===== config.mk =====
export PLATFORM = sky130hd
export DESIGN_NAME = nvme_prp_read_write_builder_top
export DESIGN_NICKNAME = d
export VERILOG_FILES = /design/src/rtl/nprp_pkg.sv /design/src/rtl/nprp_cfg.sv /design/src/rtl/nprp_ctrl.sv /design/src/rtl/nprp_dp.sv /design/src/rtl/nvme_prp_read_write_builder_top.sv
export SDC_FILE = /design/constraint.sdc
export NUM_CORES = 1
export LEC_CHECK = 0
export BUFFER_PORTS_ARGS = -buffer_cell sky130_fd_sc_hd__buf_2
export CAP_MARGIN = 40
export CORE_MARGIN = 2
export CORE_UTILIZATION = 25
export DETAILED_ROUTE_END_ITERATION = 8
export GPL_TIMING_DRIVEN = 0
export SETUP_SLACK_MARGIN = 0.15
export SYNTH_ARGS = -nofsm -noshare
export SYNTH_HDL_FRONTEND = slang
export SYNTH_SLANG_ARGS = --single-unit

===== constraint.sdc =====
create_clock -name clk -period 10.7 [get_ports clk]
set_clock_uncertainty 0.2 [all_clocks]
set_input_delay 1.605 -clock clk [delete_from_list [all_inputs] [get_ports clk]]
set_output_delay 1.605 -clock clk [all_outputs]
set_load 0.005 [all_outputs]

===== src/rtl/nprp_pkg.sv =====
`default_nettype none
package nprp_pkg;

    localparam int ADDR_W     = 48;
    localparam int COUNT_W    = 17;
    localparam int LEN_W      = 16;
    localparam int SHIFT_W    = 4;
    localparam int LIMIT_W    = 6;
    localparam int DEPTH_W    = 11;
    localparam int CID_W      = 10;
    localparam int CFG_IDX_W  = 3;
    localparam int CFG_DATA_W = 48;

    localparam int PAGE_SHIFT       = 12;
    localparam int PAGE_BYTES       = 1 << PAGE_SHIFT;
    localparam int MAX_LIST_ENTRIES = 32;
    localparam int MAX_BLOCKS       = 65536;
    localparam int MAX_DEPTH        = 1024;
    localparam int ENTRY_BYTES_LOG2 = 3;

    localparam int IN_TDATA_W  = 120;
    localparam int OUT_TDATA_W = 176;

    typedef enum logic [1:0] {
        KIND_ENTRY = 2'd0,
        KIND_CMD   = 2'd1,
        KIND_ERR   = 2'd2
    } kind_t;

    typedef enum logic [1:0] {
        ERR_NONE     = 2'd0,
        ERR_TOO_MANY = 2'd1,
        ERR_BEYOND   = 2'd2
    } err_t;

    localparam logic [1:0] OP_WRITE = 2'h1;
    localparam logic [1:0] OP_READ  = 2'h2;

    localparam logic [CFG_IDX_W-1:0] CFG_BLK_SHIFT   = 3'd0;
    localparam logic [CFG_IDX_W-1:0] CFG_NS_BLOCKS   = 3'd1;
    localparam logic [CFG_IDX_W-1:0] CFG_MAX_ENTRIES = 3'd2;
    localparam logic [CFG_IDX_W-1:0] CFG_LIST_BASE   = 3'd3;
    localparam logic [CFG_IDX_W-1:0] CFG_QUEUE_DEPTH = 3'd4;

    typedef struct packed {
        logic [SHIFT_W-1:0] blk_shift;
        logic [ADDR_W-1:0]  namespace_blocks;
        logic [LIMIT_W-1:0] max_list_entries;
        logic [ADDR_W-1:0]  list_region_base;
        logic [DEPTH_W-1:0] queue_depth;
    } cfg_t;

    typedef struct packed {
        logic load_in;
        logic check;
        logic clip;
        logic size;
        logic emit_entry;
        logic emit_cmd;
        logic emit_err;
    } dp_cmd_t;

    typedef struct packed {
        logic beyond;
        logic too_many;
        logic has_entries;
        logic last_entry;
        logic out_free;
    } dp_status_t;

endpackage
`default_nettype wire


===== src/rtl/nprp_cfg.sv =====
`default_nettype none
module nprp_cfg (
    input  wire logic                              clk,
    input  wire logic                              rst_n,
    input  wire logic                              cfg_valid,
    output logic                                   cfg_ready,
    input  wire logic [nprp_pkg::CFG_IDX_W-1:0]    cfg_index,
    input  wire logic [nprp_pkg::CFG_DATA_W-1:0]   cfg_data,
    output nprp_pkg::cfg_t                         cfg
);

    nprp_pkg::cfg_t cfg_reg;
    nprp_pkg::cfg_t cfg_next;

    assign cfg_ready = 1'b1;
    assign cfg       = cfg_reg;

    always_comb
    begin
        cfg_next = cfg_reg;
        if (cfg_valid)
        begin
            unique case (cfg_index)
                nprp_pkg::CFG_BLK_SHIFT:
                    cfg_next.blk_shift = cfg_data[nprp_pkg::SHIFT_W-1:0];
                nprp_pkg::CFG_NS_BLOCKS:
                    cfg_next.namespace_blocks = cfg_data[nprp_pkg::ADDR_W-1:0];
                nprp_pkg::CFG_MAX_ENTRIES:
                    cfg_next.max_list_entries = cfg_data[nprp_pkg::LIMIT_W-1:0];
                nprp_pkg::CFG_LIST_BASE:
                    cfg_next.list_region_base = cfg_data[nprp_pkg::ADDR_W-1:0];
                nprp_pkg::CFG_QUEUE_DEPTH:
                    cfg_next.queue_depth = cfg_data[nprp_pkg::DEPTH_W-1:0];
                default:
                begin
                end
            endcase
        end
    end

    always_ff @(posedge clk or negedge rst_n)
    begin
        if (!rst_n)
        begin
            cfg_reg.blk_shift        <= nprp_pkg::SHIFT_W'(9);
            cfg_reg.namespace_blocks <= '0;
            cfg_reg.max_list_entries <= nprp_pkg::LIMIT_W'(32);
            cfg_reg.list_region_base <= '0;
            cfg_reg.queue_depth      <= nprp_pkg::DEPTH_W'(64);
        end
        else
        begin
            cfg_reg <= cfg_next;
        end
    end

endmodule
`default_nettype wire


===== src/rtl/nprp_ctrl.sv =====
`default_nettype none
module nprp_ctrl (
    input  wire logic                 clk,
    input  wire logic                 rst_n,
    input  wire logic                 in_valid,
    output logic                      in_ready,
    input  wire nprp_pkg::dp_status_t status,
    output nprp_pkg::dp_cmd_t         command
);

    typedef enum logic [6:0] {
        ST_IDLE       = 7'b0000001,
        ST_CHECK      = 7'b0000010,
        ST_CLIP       = 7'b0000100,
        ST_SIZE       = 7'b0001000,
        ST_DECIDE     = 7'b0010000,
        ST_EMIT_ENTRY = 7'b0100000,
        ST_EMIT_TAIL  = 7'b1000000
    } state_t;

    state_t state_reg;
    state_t state_next;
    logic   tail_err_reg;
    logic   tail_err_next;

    assign in_ready = (state_reg == ST_IDLE);

    always_comb
    begin
        state_next    = state_reg;
        tail_err_next = tail_err_reg;
        command       = '0;
        unique case (state_reg)
            ST_IDLE:
            begin
                if (in_valid)
                begin
                    command.load_in = 1'b1;
                    state_next      = ST_CHECK;
                end
            end
            ST_CHECK:
            begin
                command.check = 1'b1;
                state_next    = ST_CLIP;
            end
            ST_CLIP:
            begin
                command.clip = 1'b1;
                if (status.beyond)
                begin
                    tail_err_next = 1'b1;
                    state_next    = ST_EMIT_TAIL;
                end
                else
                begin
                    state_next = ST_SIZE;
                end
            end
            ST_SIZE:
            begin
                command.size = 1'b1;
                state_next   = ST_DECIDE;
            end
            ST_DECIDE:
            begin
                priority if (status.too_many)
                begin
                    tail_err_next = 1'b1;
                    state_next    = ST_EMIT_TAIL;
                end
                else if (status.has_entries)
                begin
                    state_next = ST_EMIT_ENTRY;
                end
                else
                begin
                    tail_err_next = 1'b0;
                    state_next    = ST_EMIT_TAIL;
                end
            end
            ST_EMIT_ENTRY:
            begin
                if (status.out_free)
                begin
                    command.emit_entry = 1'b1;
                    if (status.last_entry)
                    begin
                        tail_err_next = 1'b0;
                        state_next    = ST_EMIT_TAIL;
                    end
                end
            end
            ST_EMIT_TAIL:
            begin
                if (status.out_free)
                begin
                    command.emit_err = tail_err_reg;
                    command.emit_cmd = !tail_err_reg;
                    state_next       = ST_IDLE;
                end
            end
            default:
            begin
                state_next = ST_IDLE;
            end
        endcase
    end

    always_ff @(posedge clk or negedge rst_n)
    begin
        if (!rst_n)
        begin
            state_reg    <= ST_IDLE;
            tail_err_reg <= 1'b0;
        end
        else
        begin
            state_reg    <= state_next;
            tail_err_reg <= tail_err_next;
        end
    end

endmodule
`default_nettype wire


===== src/rtl/nprp_dp.sv =====
`default_nettype none
module nprp_dp (
    input  wire logic                            clk,
    input  wire logic                            rst_n,
    input  wire nprp_pkg::cfg_t                  cfg,
    input  wire nprp_pkg::dp_cmd_t               command,
    output nprp_pkg::dp_status_t                 status,
    input  wire logic [nprp_pkg::ADDR_W-1:0]     in_buffer_address,
    input  wire logic [nprp_pkg::ADDR_W-1:0]     in_start_block,
    input  wire logic [nprp_pkg::COUNT_W-1:0]    in_block_count,
    input  wire logic                            in_is_write,
    output logic                                 out_valid,
    input  wire logic                            out_ready,
    output logic [1:0]                           out_kind,
    output logic [nprp_pkg::ADDR_W-1:0]          out_address,
    output logic [nprp_pkg::ADDR_W-1:0]          out_second_address,
    output logic [nprp_pkg::ADDR_W-1:0]          out_slba,
    output logic [nprp_pkg::LEN_W-1:0]           out_length_minus_one,
    output logic [1:0]                           out_opcode,
    output logic [nprp_pkg::CID_W-1:0]           out_slot_id,
    output logic [1:0]                           out_error_code,
    output logic                                 out_last
);

    localparam int AW = nprp_pkg::ADDR_W;
    localparam int CW = nprp_pkg::COUNT_W;
    localparam int LW = nprp_pkg::LIMIT_W;
    localparam int BYTES_W = CW + 16;
    localparam int PROD_W  = nprp_pkg::CID_W + LW;
    localparam logic [AW-1:0] PAGE_MASK = ~AW'(nprp_pkg::PAGE_BYTES - 1);

    // request registers
    logic [AW-1:0]  buf_reg, buf_next;
    logic [AW-1:0]  start_reg, start_next;
    logic [CW-1:0]  count_reg, count_next;
    logic           write_reg, write_next;
    logic [AW-1:0]  diff_reg, diff_next;
    logic           beyond_reg, beyond_next;
    logic [AW-1:0]  list_addr_reg, list_addr_next;
    logic [AW-1:0]  prp2_reg, prp2_next;
    logic           too_many_reg, too_many_next;
    logic           has_entries_reg, has_entries_next;
    logic [LW-1:0]  left_reg, left_next;
    logic [AW-1:0]  entry_addr_reg, entry_addr_next;
    logic [nprp_pkg::CID_W-1:0] counter_reg, counter_next;

    // result register
    logic                  out_valid_reg, out_valid_next;
    logic [1:0]            kind_reg, kind_next;
    logic [AW-1:0]         addr_reg, addr_next;
    logic [AW-1:0]         addr2_reg, addr2_next;
    logic [AW-1:0]         slba_reg, slba_next;
    logic [nprp_pkg::LEN_W-1:0] lm1_reg, lm1_next;
    logic [1:0]            op_reg, op_next;
    logic [nprp_pkg::CID_W-1:0] cid_reg, cid_next;
    logic [1:0]            err_reg, err_next;
    logic                  last_reg, last_next;

    // combinational helpers
    logic [CW-1:0]      count_in;
    logic [AW:0]        diff_w;
    logic [LW-1:0]      limit;
    logic [PROD_W-1:0]  slot_prod;
    logic [CW-1:0]      count_m1;
    logic [BYTES_W-1:0] bytes_w;
    logic [BYTES_W-1:0] bytes_m1_w;
    logic [BYTES_W-1:0] n_w;
    logic               fits_one;
    logic               fits_two;
    logic [AW-1:0]      aligned;
    logic [nprp_pkg::DEPTH_W-1:0] depth;
    logic [nprp_pkg::DEPTH_W-1:0] cid_inc;

    always_comb
    begin
        priority if (in_block_count == '0)
            count_in = CW'(1);
        else if (in_block_count > CW'(nprp_pkg::MAX_BLOCKS))
            count_in = CW'(nprp_pkg::MAX_BLOCKS);
        else
            count_in = in_block_count;
    end

    assign diff_w    = {1'b0, cfg.namespace_blocks} - {1'b0, start_reg};
    assign limit     = (cfg.max_list_entries > LW'(nprp_pkg::MAX_LIST_ENTRIES))
                       ? LW'(nprp_pkg::MAX_LIST_ENTRIES) : cfg.max_list_entries;
    assign slot_prod = counter_reg * limit;
    assign count_m1  = count_reg - CW'(1);
    assign bytes_w    = BYTES_W'(count_reg) << cfg.blk_shift;
    assign bytes_m1_w = BYTES_W'(count_m1) << cfg.blk_shift;
    assign n_w        = bytes_m1_w >> nprp_pkg::PAGE_SHIFT;
    assign fits_one   = bytes_w <= BYTES_W'(nprp_pkg::PAGE_BYTES);
    assign fits_two   = bytes_w <= BYTES_W'(2 * nprp_pkg::PAGE_BYTES);
    assign aligned    = buf_reg & PAGE_MASK;
    assign depth      = (cfg.queue_depth > nprp_pkg::DEPTH_W'(nprp_pkg::MAX_DEPTH))
                        ? nprp_pkg::DEPTH_W'(nprp_pkg::MAX_DEPTH) : cfg.queue_depth;
    assign cid_inc    = {1'b0, counter_reg} + nprp_pkg::DEPTH_W'(1);

    assign status.beyond      = beyond_reg;
    assign status.too_many    = too_many_reg;
    assign status.has_entries = has_entries_reg;
    assign status.last_entry  = (left_reg == LW'(1));
    assign status.out_free    = !out_valid_reg || out_ready;

    always_comb
    begin
        buf_next         = buf_reg;
        start_next       = start_reg;
        count_next       = count_reg;
        write_next       = write_reg;
        diff_next        = diff_reg;
        beyond_next      = beyond_reg;
        list_addr_next   = list_addr_reg;
        prp2_next        = prp2_reg;
        too_many_next    = too_many_reg;
        has_entries_next = has_entries_reg;
        left_next        = left_reg;
        entry_addr_next  = entry_addr_reg;
        counter_next     = counter_reg;

        if (command.load_in)
        begin
            buf_next   = in_buffer_address;
            start_next = in_start_block;
            count_next = count_in;
            write_next = in_is_write;
        end

        if (command.check)
        begin
            diff_next      = diff_w[AW-1:0];
            beyond_next    = diff_w[AW] || (diff_w == '0);
            list_addr_next = cfg.list_region_base
                             + AW'({slot_prod, {nprp_pkg::ENTRY_BYTES_LOG2{1'b0}}});
        end

        // clip at the namespace end; the clipped count is only used when the start lies below the end
        if (command.clip && (AW'(count_reg) >= diff_reg))
        begin
            count_next = diff_reg[CW-1:0];
        end

        if (command.size)
        begin
            too_many_next    = !fits_two && (n_w > BYTES_W'(limit));
            has_entries_next = !fits_two && (n_w != '0);
            left_next        = n_w[LW-1:0];
            entry_addr_next  = aligned + AW'(nprp_pkg::PAGE_BYTES);
            priority if (fits_one)
                prp2_next = '0;
            else if (fits_two)
                prp2_next = aligned + AW'(nprp_pkg::PAGE_BYTES);
            else
                prp2_next = list_addr_reg;
        end

        if (command.emit_entry)
        begin
            entry_addr_next = entry_addr_reg + AW'(nprp_pkg::PAGE_BYTES);
            left_next       = left_reg - LW'(1);
        end

        if (command.emit_cmd)
        begin
            counter_next = (cid_inc >= depth) ? '0 : cid_inc[nprp_pkg::CID_W-1:0];
        end
    end

    always_comb
    begin
        out_valid_next = out_valid_reg;
        kind_next      = kind_reg;
        addr_next      = addr_reg;
        addr2_next     = addr2_reg;
        slba_next      = slba_reg;
        lm1_next       = lm1_reg;
        op_next        = op_reg;
        cid_next       = cid_reg;
        err_next       = err_reg;
        last_next      = last_reg;

        if (out_ready)
            out_valid_next = 1'b0;

        priority if (command.emit_entry)
        begin
            out_valid_next = 1'b1;
            kind_next      = nprp_pkg::KIND_ENTRY;
            addr_next      = entry_addr_reg;
            addr2_next     = '0;
            slba_next      = '0;
            lm1_next       = '0;
            op_next        = '0;
            cid_next       = counter_reg;
            err_next       = nprp_pkg::ERR_NONE;
            last_next      = 1'b0;
        end
        else if (command.emit_cmd)
        begin
            out_valid_next = 1'b1;
            kind_next      = nprp_pkg::KIND_CMD;
            addr_next      = buf_reg;
            addr2_next     = prp2_reg;
            slba_next      = start_reg;
            lm1_next       = count_m1[nprp_pkg::LEN_W-1:0];
            op_next        = write_reg ? nprp_pkg::OP_WRITE : nprp_pkg::OP_READ;
            cid_next       = counter_reg;
            err_next       = nprp_pkg::ERR_NONE;
            last_next      = 1'b1;
        end
        else if (command.emit_err)
        begin
            out_valid_next = 1'b1;
            kind_next      = nprp_pkg::KIND_ERR;
            addr_next      = '0;
            addr2_next     = '0;
            slba_next      = '0;
            lm1_next       = '0;
            op_next        = '0;
            cid_next       = '0;
            // the namespace check runs first, so its flag wins
            err_next       = beyond_reg ? nprp_pkg::ERR_BEYOND : nprp_pkg::ERR_TOO_MANY;
            last_next      = 1'b1;
        end
        else
        begin
        end
    end

    always_ff @(posedge clk or negedge rst_n)
    begin
        if (!rst_n)
        begin
            counter_reg   <= '0;
            out_valid_reg <= 1'b0;
        end
        else
        begin
            counter_reg   <= counter_next;
            out_valid_reg <= out_valid_next;
        end
    end

    always_ff @(posedge clk)
    begin
        buf_reg         <= buf_next;
        start_reg       <= start_next;
        count_reg       <= count_next;
        write_reg       <= write_next;
        diff_reg        <= diff_next;
        beyond_reg      <= beyond_next;
        list_addr_reg   <= list_addr_next;
        prp2_reg        <= prp2_next;
        too_many_reg    <= too_many_next;
        has_entries_reg <= has_entries_next;
        left_reg        <= left_next;
        entry_addr_reg  <= entry_addr_next;
        kind_reg        <= kind_next;
        addr_reg        <= addr_next;
        addr2_reg       <= addr2_next;
        slba_reg        <= slba_next;
        lm1_reg         <= lm1_next;
        op_reg          <= op_next;
        cid_reg         <= cid_next;
        err_reg         <= err_next;
        last_reg        <= last_next;
    end

    assign out_valid            = out_valid_reg;
    assign out_kind             = kind_reg;
    assign out_address          = addr_reg;
    assign out_second_address   = addr2_reg;
    assign out_slba             = slba_reg;
    assign out_length_minus_one = lm1_reg;
    assign out_opcode           = op_reg;
    assign out_slot_id          = cid_reg;
    assign out_error_code       = err_reg;
    assign out_last             = last_reg;

endmodule
`default_nettype wire


===== src/rtl/nvme_prp_read_write_builder_top.sv =====
`default_nettype none
// Turns each transfer request into an NVMe read or write command. Requests
// whose transfer spans more than two pages first produce one PRP list entry
// word per page beyond the first, then the command word, which carries tlast;
// a start at or past the namespace end, or a list longer than the per-slot
// limit, produces a single error word instead. A request passes five setup
// steps (accept, namespace check, clip, sizing, dispatch) and then sends its
// result words through the single output register, one per cycle while that
// register is not held full; a start beyond the namespace end skips sizing
// and dispatch. The next request is accepted as soon as the final word sits
// in the output register. Configuration writes are taken in any cycle but
// must only be issued while no request is in flight.
module nvme_prp_read_write_builder_top (
    input  wire logic                                clk,
    input  wire logic                                rst_n,
    input  wire logic                                s_axis_tvalid,
    output logic                                     s_axis_tready,
    // [47:0] buffer_address, [95:48] start_block, [112:96] block_count, rest zero
    input  wire logic [nprp_pkg::IN_TDATA_W-1:0]     s_axis_tdata,
    // [0] is_write
    input  wire logic [0:0]                          s_axis_tuser,
    output logic                                     m_axis_tvalid,
    input  wire logic                                m_axis_tready,
    // [47:0] address, [95:48] second_address, [143:96] slba,
    // [159:144] length_minus_one, [161:160] opcode, [171:162] slot number,
    // [173:172] error_code, rest zero
    output logic [nprp_pkg::OUT_TDATA_W-1:0]         m_axis_tdata,
    // [1:0] kind
    output logic [1:0]                               m_axis_tuser,
    output logic                                     m_axis_tlast,
    input  wire logic                                cfg_valid,
    output logic                                     cfg_ready,
    input  wire logic [nprp_pkg::CFG_IDX_W-1:0]      cfg_index,
    input  wire logic [nprp_pkg::CFG_DATA_W-1:0]     cfg_data
);

    nprp_pkg::cfg_t       cfg;
    nprp_pkg::dp_cmd_t    command;
    nprp_pkg::dp_status_t status;

    logic [nprp_pkg::ADDR_W-1:0] out_address;
    logic [nprp_pkg::ADDR_W-1:0] out_second_address;
    logic [nprp_pkg::ADDR_W-1:0] out_slba;
    logic [nprp_pkg::LEN_W-1:0]  out_length_minus_one;
    logic [1:0]                  out_opcode;
    logic [nprp_pkg::CID_W-1:0]  out_slot_id;
    logic [1:0]                  out_error_code;

    nprp_cfg u_cfg (
        .clk       (clk),
        .rst_n     (rst_n),
        .cfg_valid (cfg_valid),
        .cfg_ready (cfg_ready),
        .cfg_index (cfg_index),
        .cfg_data  (cfg_data),
        .cfg       (cfg)
    );

    nprp_ctrl u_ctrl (
        .clk      (clk),
        .rst_n    (rst_n),
        .in_valid (s_axis_tvalid),
        .in_ready (s_axis_tready),
        .status   (status),
        .command  (command)
    );

    nprp_dp u_dp (
        .clk                  (clk),
        .rst_n                (rst_n),
        .cfg                  (cfg),
        .command              (command),
        .status               (status),
        .in_buffer_address    (s_axis_tdata[47:0]),
        .in_start_block       (s_axis_tdata[95:48]),
        .in_block_count       (s_axis_tdata[112:96]),
        .in_is_write          (s_axis_tuser[0]),
        .out_valid            (m_axis_tvalid),
        .out_ready            (m_axis_tready),
        .out_kind             (m_axis_tuser),
        .out_address          (out_address),
        .out_second_address   (out_second_address),
        .out_slba             (out_slba),
        .out_length_minus_one (out_length_minus_one),
        .out_opcode           (out_opcode),
        .out_slot_id          (out_slot_id),
        .out_error_code       (out_error_code),
        .out_last             (m_axis_tlast)
    );

    assign m_axis_tdata = {2'b00, out_error_code, out_slot_id, out_opcode,
                           out_length_minus_one, out_slba, out_second_address,
                           out_address};

    // a request keeps the input closed through its setup steps
    assert property (@(posedge clk) disable iff (!rst_n)
        (s_axis_tvalid && s_axis_tready) |=> !s_axis_tready)
        else $error("input accepted again right after a request");

    // list entries never close a request, errors always do
    assert property (@(posedge clk) disable iff (!rst_n)
        (m_axis_tvalid && (m_axis_tuser == nprp_pkg::KIND_ENTRY)) |-> !m_axis_tlast)
        else $error("list entry word marked last");

    assert property (@(posedge clk) disable iff (!rst_n)
        (m_axis_tvalid && (m_axis_tuser == nprp_pkg::KIND_ERR))
            |-> (m_axis_tlast && (out_error_code != nprp_pkg::ERR_NONE)))
        else $error("error word without last or without a code");

endmodule
`default_nettype wire

# After elaboration in Yosys (flattened, before gate mapping)
# Cells that the tools add are included.
# Widths: inputs -> output; s select.
dict set report word_totals {
  reg_bits 628
  latchBits 0
  ramBits 0
  mem_bits_ro 0
  inputBits 177
  output_inout_bits 182
  wordCells 150
  memories 0
}
dict set report op_classes {
  n_addsub 7
  multipliers 1
  n_div 0
  n_lt_le_gt_ge 8
  n_eq_ne 18
  n_shift 2
  muxes 57
  bitwise_logic 0
  n_reduce_logical 26
}
# op count
set ops {}
lappend ops {{$mux 48} 8}
lappend ops {{$add 48x13->48 const B} 2}
lappend ops {{$mux 17} 4}
lappend ops {{$shl 17x4->33} 2}
lappend ops {{$logic_not 49->1} 1}
lappend ops {{$mux 7} 7}
lappend ops {{$pmux 7 s7} 1}
lappend ops {{$sub 48x48->49} 1}
lappend ops {{$add 48x19->48} 1}
lappend ops {{$ge 17x48->1} 1}
lappend ops {{$mux 10} 4}
lappend ops {{$le 33x13->1 const B} 1}
lappend ops {{$le 33x14->1 const B} 1}
lappend ops {{$reduce_bool 33->1} 1}
lappend ops {{$mux 16} 2}
lappend ops {{$gt 21x6->1} 1}
lappend ops {{$mux 1} 20}
lappend ops {{$mux 6} 3}
lappend ops {{$gt 17x17->1 const B} 1}
lappend ops {{$logic_not 17->1} 1}
lappend ops {{$sub 17x1->17 const B} 1}
lappend ops {{$mul 10x6->16} 1}
lappend ops {{$mux 2} 6}
lappend ops {{$add 10x1->11 const B} 1}
lappend ops {{other kinds (31)} 47}

# Longest topological paths before layout
# Gate-level depths: netlist (run 1).
dict set report logic_depth {
  depth_word 7
  mapped_depth 29
  ltp_nobuf 27
}

# Modules after synthesis
# From an unflattened synthesis (run 1), not the netlist that was laid out.
dict set report hier_totals {
  hier_cells 2950
  hier_area_um2 32232.2
}
# module n_inst cells_each area_each_um2 seq_area_each_um2
set modules_own_cells {}
lappend modules_own_cells {nprp_dp 1 2634 27194.8 13497.9}
lappend modules_own_cells {nprp_cfg 1 253 4486.8 2932.8}
lappend modules_own_cells {nprp_ctrl 1 60 531.8 201.4}
lappend modules_own_cells {nvme_prp_read_write_builder_top 1 3 18.8 0.0}

# Least setup slack after synthesis (run 1)
# Ideal clock, no wire load.
dict set report synth_timing {
  path_kind {register to register}
  startpoint {register u_ctrl.state_reg[6]}
  endpoint {register u_dp.beyond_reg (enable)}
  setup_ns 0.694
  arrival_ns 7.834
  required_ns 9.806
  slack_ns 1.972
  path_stages_with_launch 4
  synth_period_minus_slack_ns 8.728
  path_cell_list {dfrtp_1 -> nor2_1 -> nand3b_1 -> nor3b_1}
}
dict set report synth_via {
  elab_chain_cells 2
}
# item line
set synth_lines {}
lappend synth_lines {{start, declared} nprp_ctrl.sv:21} ;# state_t state_reg;
lappend synth_lines {{start signal, assigned} nprp_ctrl.sv:119} ;# state_reg <= state_next;
lappend synth_lines {{$eq 7x2->1} nprp_ctrl.sv:33} ;# unique case (state_reg)
lappend synth_lines {{$mux 1} nprp_ctrl.sv:33}
lappend synth_lines {{end signal, assigned} nprp_dp.sv:251} ;# beyond_reg <= beyond_next;
lappend synth_lines {{end, declared} nprp_dp.sv:38} ;# logic beyond_reg, beyond_next;
# Every way passes these cells.
# A chain may end at the register's enable or synchronous reset.

# Worst setup path after layout (run 1)
dict set report layout_timing {
  startpoint {register u_cfg.cfg_reg (netlist bit u_cfg.cfg[64])}
  endpoint {register u_dp.list_addr_reg[38], data pin}
}
dict set report layout_via {
  elab_chain_cells 4
}
# item line
set layout_lines {}
lappend layout_lines {{start, declared} nprp_cfg.sv:12} ;# nprp_pkg::cfg_t cfg_reg;
lappend layout_lines {{start signal, assigned} nprp_cfg.sv:53} ;# cfg_reg <= cfg_next;
lappend layout_lines {{$gt 6x6->1} nprp_dp.sv:85} ;# assign limit = (cfg.max_list_entries > LW'(nprp_pkg::MAX_LIST_ENTRIES))
lappend layout_lines {{$mux 6 (*)} nprp_dp.sv:86} ;# ? LW'(nprp_pkg::MAX_LIST_ENTRIES) : cfg.max_list_entries;
lappend layout_lines {{$mul 10x6->16 (*)} nprp_dp.sv:87} ;# assign slot_prod = counter_reg * limit;
lappend layout_lines {{$add 48x19->48 (*)} nprp_dp.sv:134} ;# + AW'({slot_prod, {nprp_pkg::ENTRY_BYTES_LOG2{1'b0}}});
lappend layout_lines {{end signal, assigned} nprp_dp.sv:252} ;# list_addr_reg <= list_addr_next;
lappend layout_lines {{end, declared} nprp_dp.sv:39} ;# logic [AW-1:0] list_addr_reg, list_addr_next;
# Every way passes the cells marked *; elsewhere a longest branch is shown, timed or not.

==> metrics.csv, run 1 <==
metric,value,unit
Iter 0 DRT Violations,2170,
"FF+latch count, synth",616,
Max Clk Rate,133.3,MHz
fin crit share,0.7014,
Avg Vias per Cell,4.688,
Final Critical Period,7.505,ns
largest family of logic cells by synthesized area,simple AND/OR/NAND/NOR gates,
gr ovfl total,0,
Die Area,0.1300,mm²
nets@finish,3698,
Post-synth EDFFs,361,
area grow syn2layout,21.59,%
CP Buf/Inv Count,3,
Reg area,0.01663,mm²
post-CTS setup buffer count,0,
Peak VDD IR,0.1880,mV
clk sinks,616,
mapped cell area,0.03178,mm²
first-pass GRT wire length,155400,µm
port bufs,348,
r2r setup slk,3.20,ns
hold crit path type,reg2reg,
highest-delay cell along the critical path,dfstp_2,
clock slew at reported path FFs,0.06,ns
async set-reset flop share out of synthesis,0.2208,
routed length per instance,21.15,µm
fraction of the mapped netlist area in adder cells,0.07244,
Crit path max-delay family,adder cells,
GP Congestion,0.9071,
Ys Warns,0,
Final ANT Viol Nets,0,
CTS resizes,0,
Compound-Gate Fraction of Synth Area,0.1209,
RSZ-0062 raised after global routing,false,
Post-DP HPWL,85960,µm
die height,360.6,µm
Initial DRT Pass Iterations,5,
num rows,130,
placed cell count,4928,
Num CTS Buffers,78,
vias in the first global route,23420,
worst path required time,10.92,ns
main flop type after synthesis,edfxtp_1,
status,finished clean,
CP Class,reg2reg,
footprint of the multi-input gates,0.01403,mm²
H-tree depth,3,
CP Launch Type,flip-flop,
gr usage total,0.1624,
Yosys cell types,94,
simple-gate share of the synthesized area,0.1317,
fraction of layout cells with a size suffix above 1,0.1989,
root buf cell,clkbuf_16,
Initial Utilization,0.2524,
CP most frequent cell,a21oi_1,
Final Hold Viols,0,
Core Region,0.1259,mm²
CP Capture Type,flip-flop,
leakage power,15.85,nW
Pwr Total,7.859,mW
non-filler instance count after layout,5082,
via count,23820,
Hold Buf Count CTS,0,
multiplexer area fraction after synthesis,0.06350,
Layout fillers,12970,
DRT Wirelength,107500,µm
PD cells,203.4,mW/mm²
maximum buffer depth of the clock tree,3,
Synth Instances,2892,
clock latency on the worst-skew pair,0.68,ns
Slew Limit Fails,0,
Crit Path Max Fanout,10,
relative slew slack,0.4031,
xor and xnor fraction of the mapped netlist area,0.05181,
"Largest stage delay, worst path",0.59,ns
max reg flops,117,
Avg Inst Size Synth,10.99,µm²
sequential area share after synthesis,0.5233,
DRC errors left,0,
initial antenna violation count,31,
actual slew at the worst max-slew pin,0.8953,ns
Setup-failing EPs final,0,
chip width,360.6,µm
Boundary Pins,359,
MaxCap Viol Count,0,
WP data arrival,7.72,ns
CTS tree,yes,
Setup Total Neg Slack,0,ns
pin count of the biggest net entering global routing,86,
[layout by cell type, fill, tap and decap left out, drive strengths merged, types with 8 or more instances in the layout]
master	netlist	final
nor2b	53	53
mux2	123	123
ha	128	128
a21oi	147	147
a21o	38	38
and2	70	70
a211oi	14	14
a41oi	8	8
a31oi	15	15
dfxtp	119	119
o31ai	13	13
edfxtp	361	361
nand2b	18	18
nand3	55	55
nor2	197	197
nor3	39	39
xor2	88	88
o211ai	12	12
buf	22	407
and3	40	40
diode	0	8
mux2i	61	61
nor4	25	25
nand4	34	34
nor3b	10	10
o21a	15	15
o21ai	157	157
o21bai	16	16
a21boi	8	8
fa	35	35
inv	148	155
or2	11	11
a22o	92	92
dfrtp	131	131
clkinv	3	31
nand2	273	273
clkbuf	124	227
xnor2	100	100
[final timing paths]
kind / to / from / cells past startpoint
max: u_dp.list_addr_reg[38] / u_cfg.cfg[64] / 26
min: u_dp.list_addr_reg[1] / u_cfg.cfg[12] / 0
max reg2reg: u_dp.list_addr_reg[38] / u_cfg.cfg[64] / 26
min reg2reg: u_dp.list_addr_reg[1] / u_cfg.cfg[12] / 0
max in group asynchronous: u_ctrl.state_reg[0] / rst_n / 2
min in group asynchronous: u_cfg.cfg[79] / rst_n / 1
[cell usage after synthesis, drive strengths merged (22+ instances only)]
cell type	number	area, µm²
nand3	55	275.3
nand2	273	1025
mux2	123	1385
mux2i	61	610.6
a21o	38	285.3
ha	128	1602
a21oi	147	735.7
xnor2	100	875.8
inv	148	555.5
a22o	92	805.8
buf	22	113.9
nor3	39	195.2
and3	40	250.2
nor2b	53	331.6
dfrtp	131	3278
nand4	34	212.7
nor4	25	183.9
dfxtp	119	2382
xor2	88	770.7
edfxtp	361	10840
o21ai	157	785.8
fa	35	700.7
clkbuf	124	465.5
nor2	197	747.0
and2	70	437.9
[report_power, final]
| part | internal (mW) | total, mW | switching (mW) |
|---|---|---|---|
| clock network | 1.55 | 2.64 | 1.10 |
| logic | 0.781 | 2.09 | 1.31 |
| registers | 2.92 | 3.12 | 0.201 |
| total | 5.25 | 7.86 | 2.61 |
[metrics by stage]
step	area, µm²	utilization	worst slack (ns)	hold WS (ns)
after global placement	35590	0.2827	-1.551	0.2276
after floorplan	31790	-	1.972	0.2194
final	38640	0.3070	3.195	0.2422
after global routing	38630	0.3068	2.636	0.2698
after detailed placement	36060	0.2864	3.142	0.2366
after CTS	38620	0.3068	3.141	0.2442
[area by class of cell]
cell class                      instances  area share
Timing Repair Buffer                  385     0.05643
Multi-Input combinational cell       1980      0.3630
Sequential cell                       616      0.4304
Clock buffer                          103     0.05533
Tap cell                             1650     0.05342
Antenna cell                            8   0.0005180
Clock inverter                         43     0.01114
Inverter                              151     0.01473
Buffer                                146     0.01502
[worst reg2reg max path, delay by kind of cell, from the launching register on]
family	cells	cell delay [ns]
buf+inv	3	0.98
fa+ha+maj	5	2.27
flops	1	0.59
xor+xnor	2	0.33
compound gates	8	1.48
simple gates	8	1.40
[routing by layer]
metal,global-route usage,share of wire,vias up
li1,-,-,11310
met1,0.2124,0.44,11650
met2,0.2740,0.48,688
met3,0.03160,0.060,158
met4,0.04061,0.023,10
met5,0,0.00050,-
[cells by family after synthesis]
family,after synthesis
AO/OA/AOI/OAI,584
XOR/XNOR,188
adder cells (fa/ha/maj),163
buffers and inverters,297
flip-flops,616
multiplexers,185
other,2
AND/OR/NAND/NOR,857
(Power assumes the default switching activity.)
==> run 2, diff against run 1 <==
clock period = 7.4 ns   (was 10.7 ns; I/O delays follow)
==> metrics.csv, run 2 (synthesized netlist as in run 1, its figures left out) <==
metric,value,unit,change
chip width,360.6,µm,unchanged
Initial DRT Pass Iterations,5,,unchanged
Slew Limit Fails,0,,unchanged
Hold Buf Count CTS,0,,unchanged
Boundary Pins,359,,unchanged
Initial Utilization,0.2524,,unchanged
GR peak layer,met2,,
Pint,7.625,mW,+45%
via count,23920,,+0.38%
CP Capture Type,flip-flop,,
Sw Ratio,0.3310,,-0.001354
Core Region,0.1259,mm²,unchanged
leakage power,15.88,nW,+0.19%
hold crit path type,reg2reg,,
Setup Total Neg Slack,0,ns,unchanged
power share of the combinational group,0.265,,about the same
die height,360.6,µm,unchanged
clock group share of total power,0.339,,+0.003
clk sinks,616,,unchanged
initial antenna violation count,37,,+19%
switching pwr,3.772,mW,+44%
routed length per instance,20.98,µm,-0.79%
area grow syn2layout,21.85,%,
clock latency on the worst-skew pair,0.68,ns,about the same
DRC errors left,0,,unchanged
Peak VDD IR,0.2574,mV,+37%
Avg Vias per Cell,4.712,,+0.52%
Final Hold Viols,0,,unchanged
first-pass GRT wire length,154500,µm,-0.61%
pin count of the biggest net entering global routing,74,,-14%
CTS tree,yes,,
num rows,130,,unchanged
clock slew at reported path FFs,0.07,ns,about the same
CP Class,reg2reg,,
Final ANT Viol Nets,0,,unchanged
relative slew slack,0.3231,,-0.07998
Seq pwr share,0.396,,about the same
r2r worst-path depth,26,,unchanged
Num CTS Buffers,76,,-2.6%
status,finished clean,,
actual slew at the worst max-slew pin,1.008,ns,+0.1122 ns
Iter 0 DRT Violations,2038,,-6.1%
worst hold path depth,2,,+2
worst path required time,7.62,ns,-3.30 ns
gr ovfl total,0,,unchanged
port bufs,348,,unchanged
non-filler instance count after layout,5075,,-0.14%
"most common cell after layout, fill and taps aside",edfxtp_1,,
vias in the first global route,23300,,-0.51%
placed cell count,4924,,-0.081%
MaxCap Viol Count,0,,unchanged
Die Area,0.1300,mm²,unchanged
GP Congestion,0.8993,,-0.86%
max reg flops,117,,unchanged
Crit Path Max Fanout,10,,unchanged
grt met1 use,0.2130,,+0.0005662
DRT Wirelength,106500,µm,-0.92%
fraction of layout cells with a size suffix above 1,0.2025,,+0.003627
WHS,0.2439,ns,+0.001671 ns
root buf cell,clkbuf_16,,
met2 Use GR,0.2683,,-0.005694
maximum buffer depth of the clock tree,3,,unchanged
Setup WS pre-CTS,-0.2112,ns,-3.353 ns
GR Util met3,0.02862,,-0.002971
Post-DP HPWL,85580,µm,-0.45%
setup ws final,0.6119,ns,-2.584 ns
RSZ-0062 raised after global routing,false,,
H-tree depth,3,,unchanged
nets@finish,3693,,-0.14%
WP data arrival,7.00,ns,-0.72 ns
Max Clk Rate,147.3,MHz,+11%
CP Launch Type,flip-flop,,
gr usage total,0.1608,,-0.001521
most frequent cells in the layout,"edfxtp_1, buf_2, nand2_1",,
PD cells,294.3,mW/mm²,+45%
fin crit share,0.9173,,+0.2160
Final Critical Period,6.788,ns,-0.7165 ns
Setup-failing EPs final,0,,unchanged
run 2: changes by cell type in the layout (fill, tap and decap cells not counted), moves of 4 or more:
| cell | delta |
|---|---|
| clkbuf_1 | -19 |
| clkbuf_2 | +6 |
| buf_6 | -5 |
| buf_8 | +4 |
| clkinv_2 | -4 |
| clkinv_4 | +4 |
run 2: per-layer routing:
| metal | vias to the layer above | share of wire |
|---|---|---|
| li1 | 11320 | - |
| met1 | 11630 | 0.43 |
| met2 | 773 | 0.47 |
| met3 | 180 | 0.068 |
| met4 | 6 | 0.027 |
| met5 | - | 0.00032 |
run 2: worst max-delay path, stage by stage, from the launching register on:
cell      delay [ns]
dfrtp_1         0.45
clkbuf_1        0.39
nand2_1         0.14
fa_1            0.52
fa_1            0.52
fa_1            0.54
inv_1           0.04
ha_1            0.32
a21oi_1         0.22
o21bai_1        0.10
a21oi_1         0.22
nor2b_1         0.07
nor2_1          0.09
nor2_1          0.05
o21ai_0         0.15
nand2b_1        0.07
a21oi_1         0.22
o21ai_0         0.15
xor2_1          0.16
ha_1            0.35
a21o_1          0.21
a21oi_2         0.17
or4b_1          0.48
nand3b_1        0.18
buf_4           0.24
nor3_1          0.09
xor2_1          0.15
run 2: path summary, 6_finish.rpt:
path / startpoint / endpoint / slack [ns]
worst min-delay path: u_dp.out_kind[0] / u_dp.out_kind[0] / 0.24
min in group asynchronous: rst_n / u_cfg.cfg[87] / 0.25
worst min register to register: u_dp.out_kind[0] / u_dp.out_kind[0] / 0.24
max in group asynchronous: rst_n / u_cfg.cfg[64] / 5.92
worst max-delay path: u_dp.counter_reg[0] / u_dp.list_addr_reg[38] / 0.61
worst max register to register: u_dp.counter_reg[0] / u_dp.list_addr_reg[38] / 0.61
run 2: layout make-up:
type,count,area (µm²)
fillers,13060,87170
flip-flops and latches,616,16630
multi-input cells,1980,14040
repair buffers,382,2192
well taps,1650,2064
clock buffers,91,2061
plain buffers,146,591.8
inverters,151,569.3
clock inverters,51,555.5
diodes,8,20.02
run 2: per-stage QoR:
stage	area [µm²]	utilization	total power, mW
6_report	38730	0.3076	11.40
5_1_grt	38710	0.3075	12.00
4_1_cts	38690	0.3073	11.47
3_5_place_dp	36070	0.2865	7.564
3_3_place_gp	35600	0.2827	7.508
2_1_floorplan	31790	-	6.558
run 2: what timing repair did:
| action | 4_1_cts | 5_1_grt |
|---|---|---|
| buffers inserted | 0 | 1 |
| gates resized for setup | 4 | 14 |
| endpoints found under the setup margin | 10 | 26 |
run 2: power groups by stage:
stage	sequential, mW	clock, mW	combinational, mW
6_report	4.51	3.86	3.02
5_1_grt	4.55	4.10	3.34
4_1_cts	4.51	3.96	3.01
3_5_place_dp	4.58	0	2.99
3_3_place_gp	4.62	0	2.89
2_1_floorplan	4.48	0	2.08
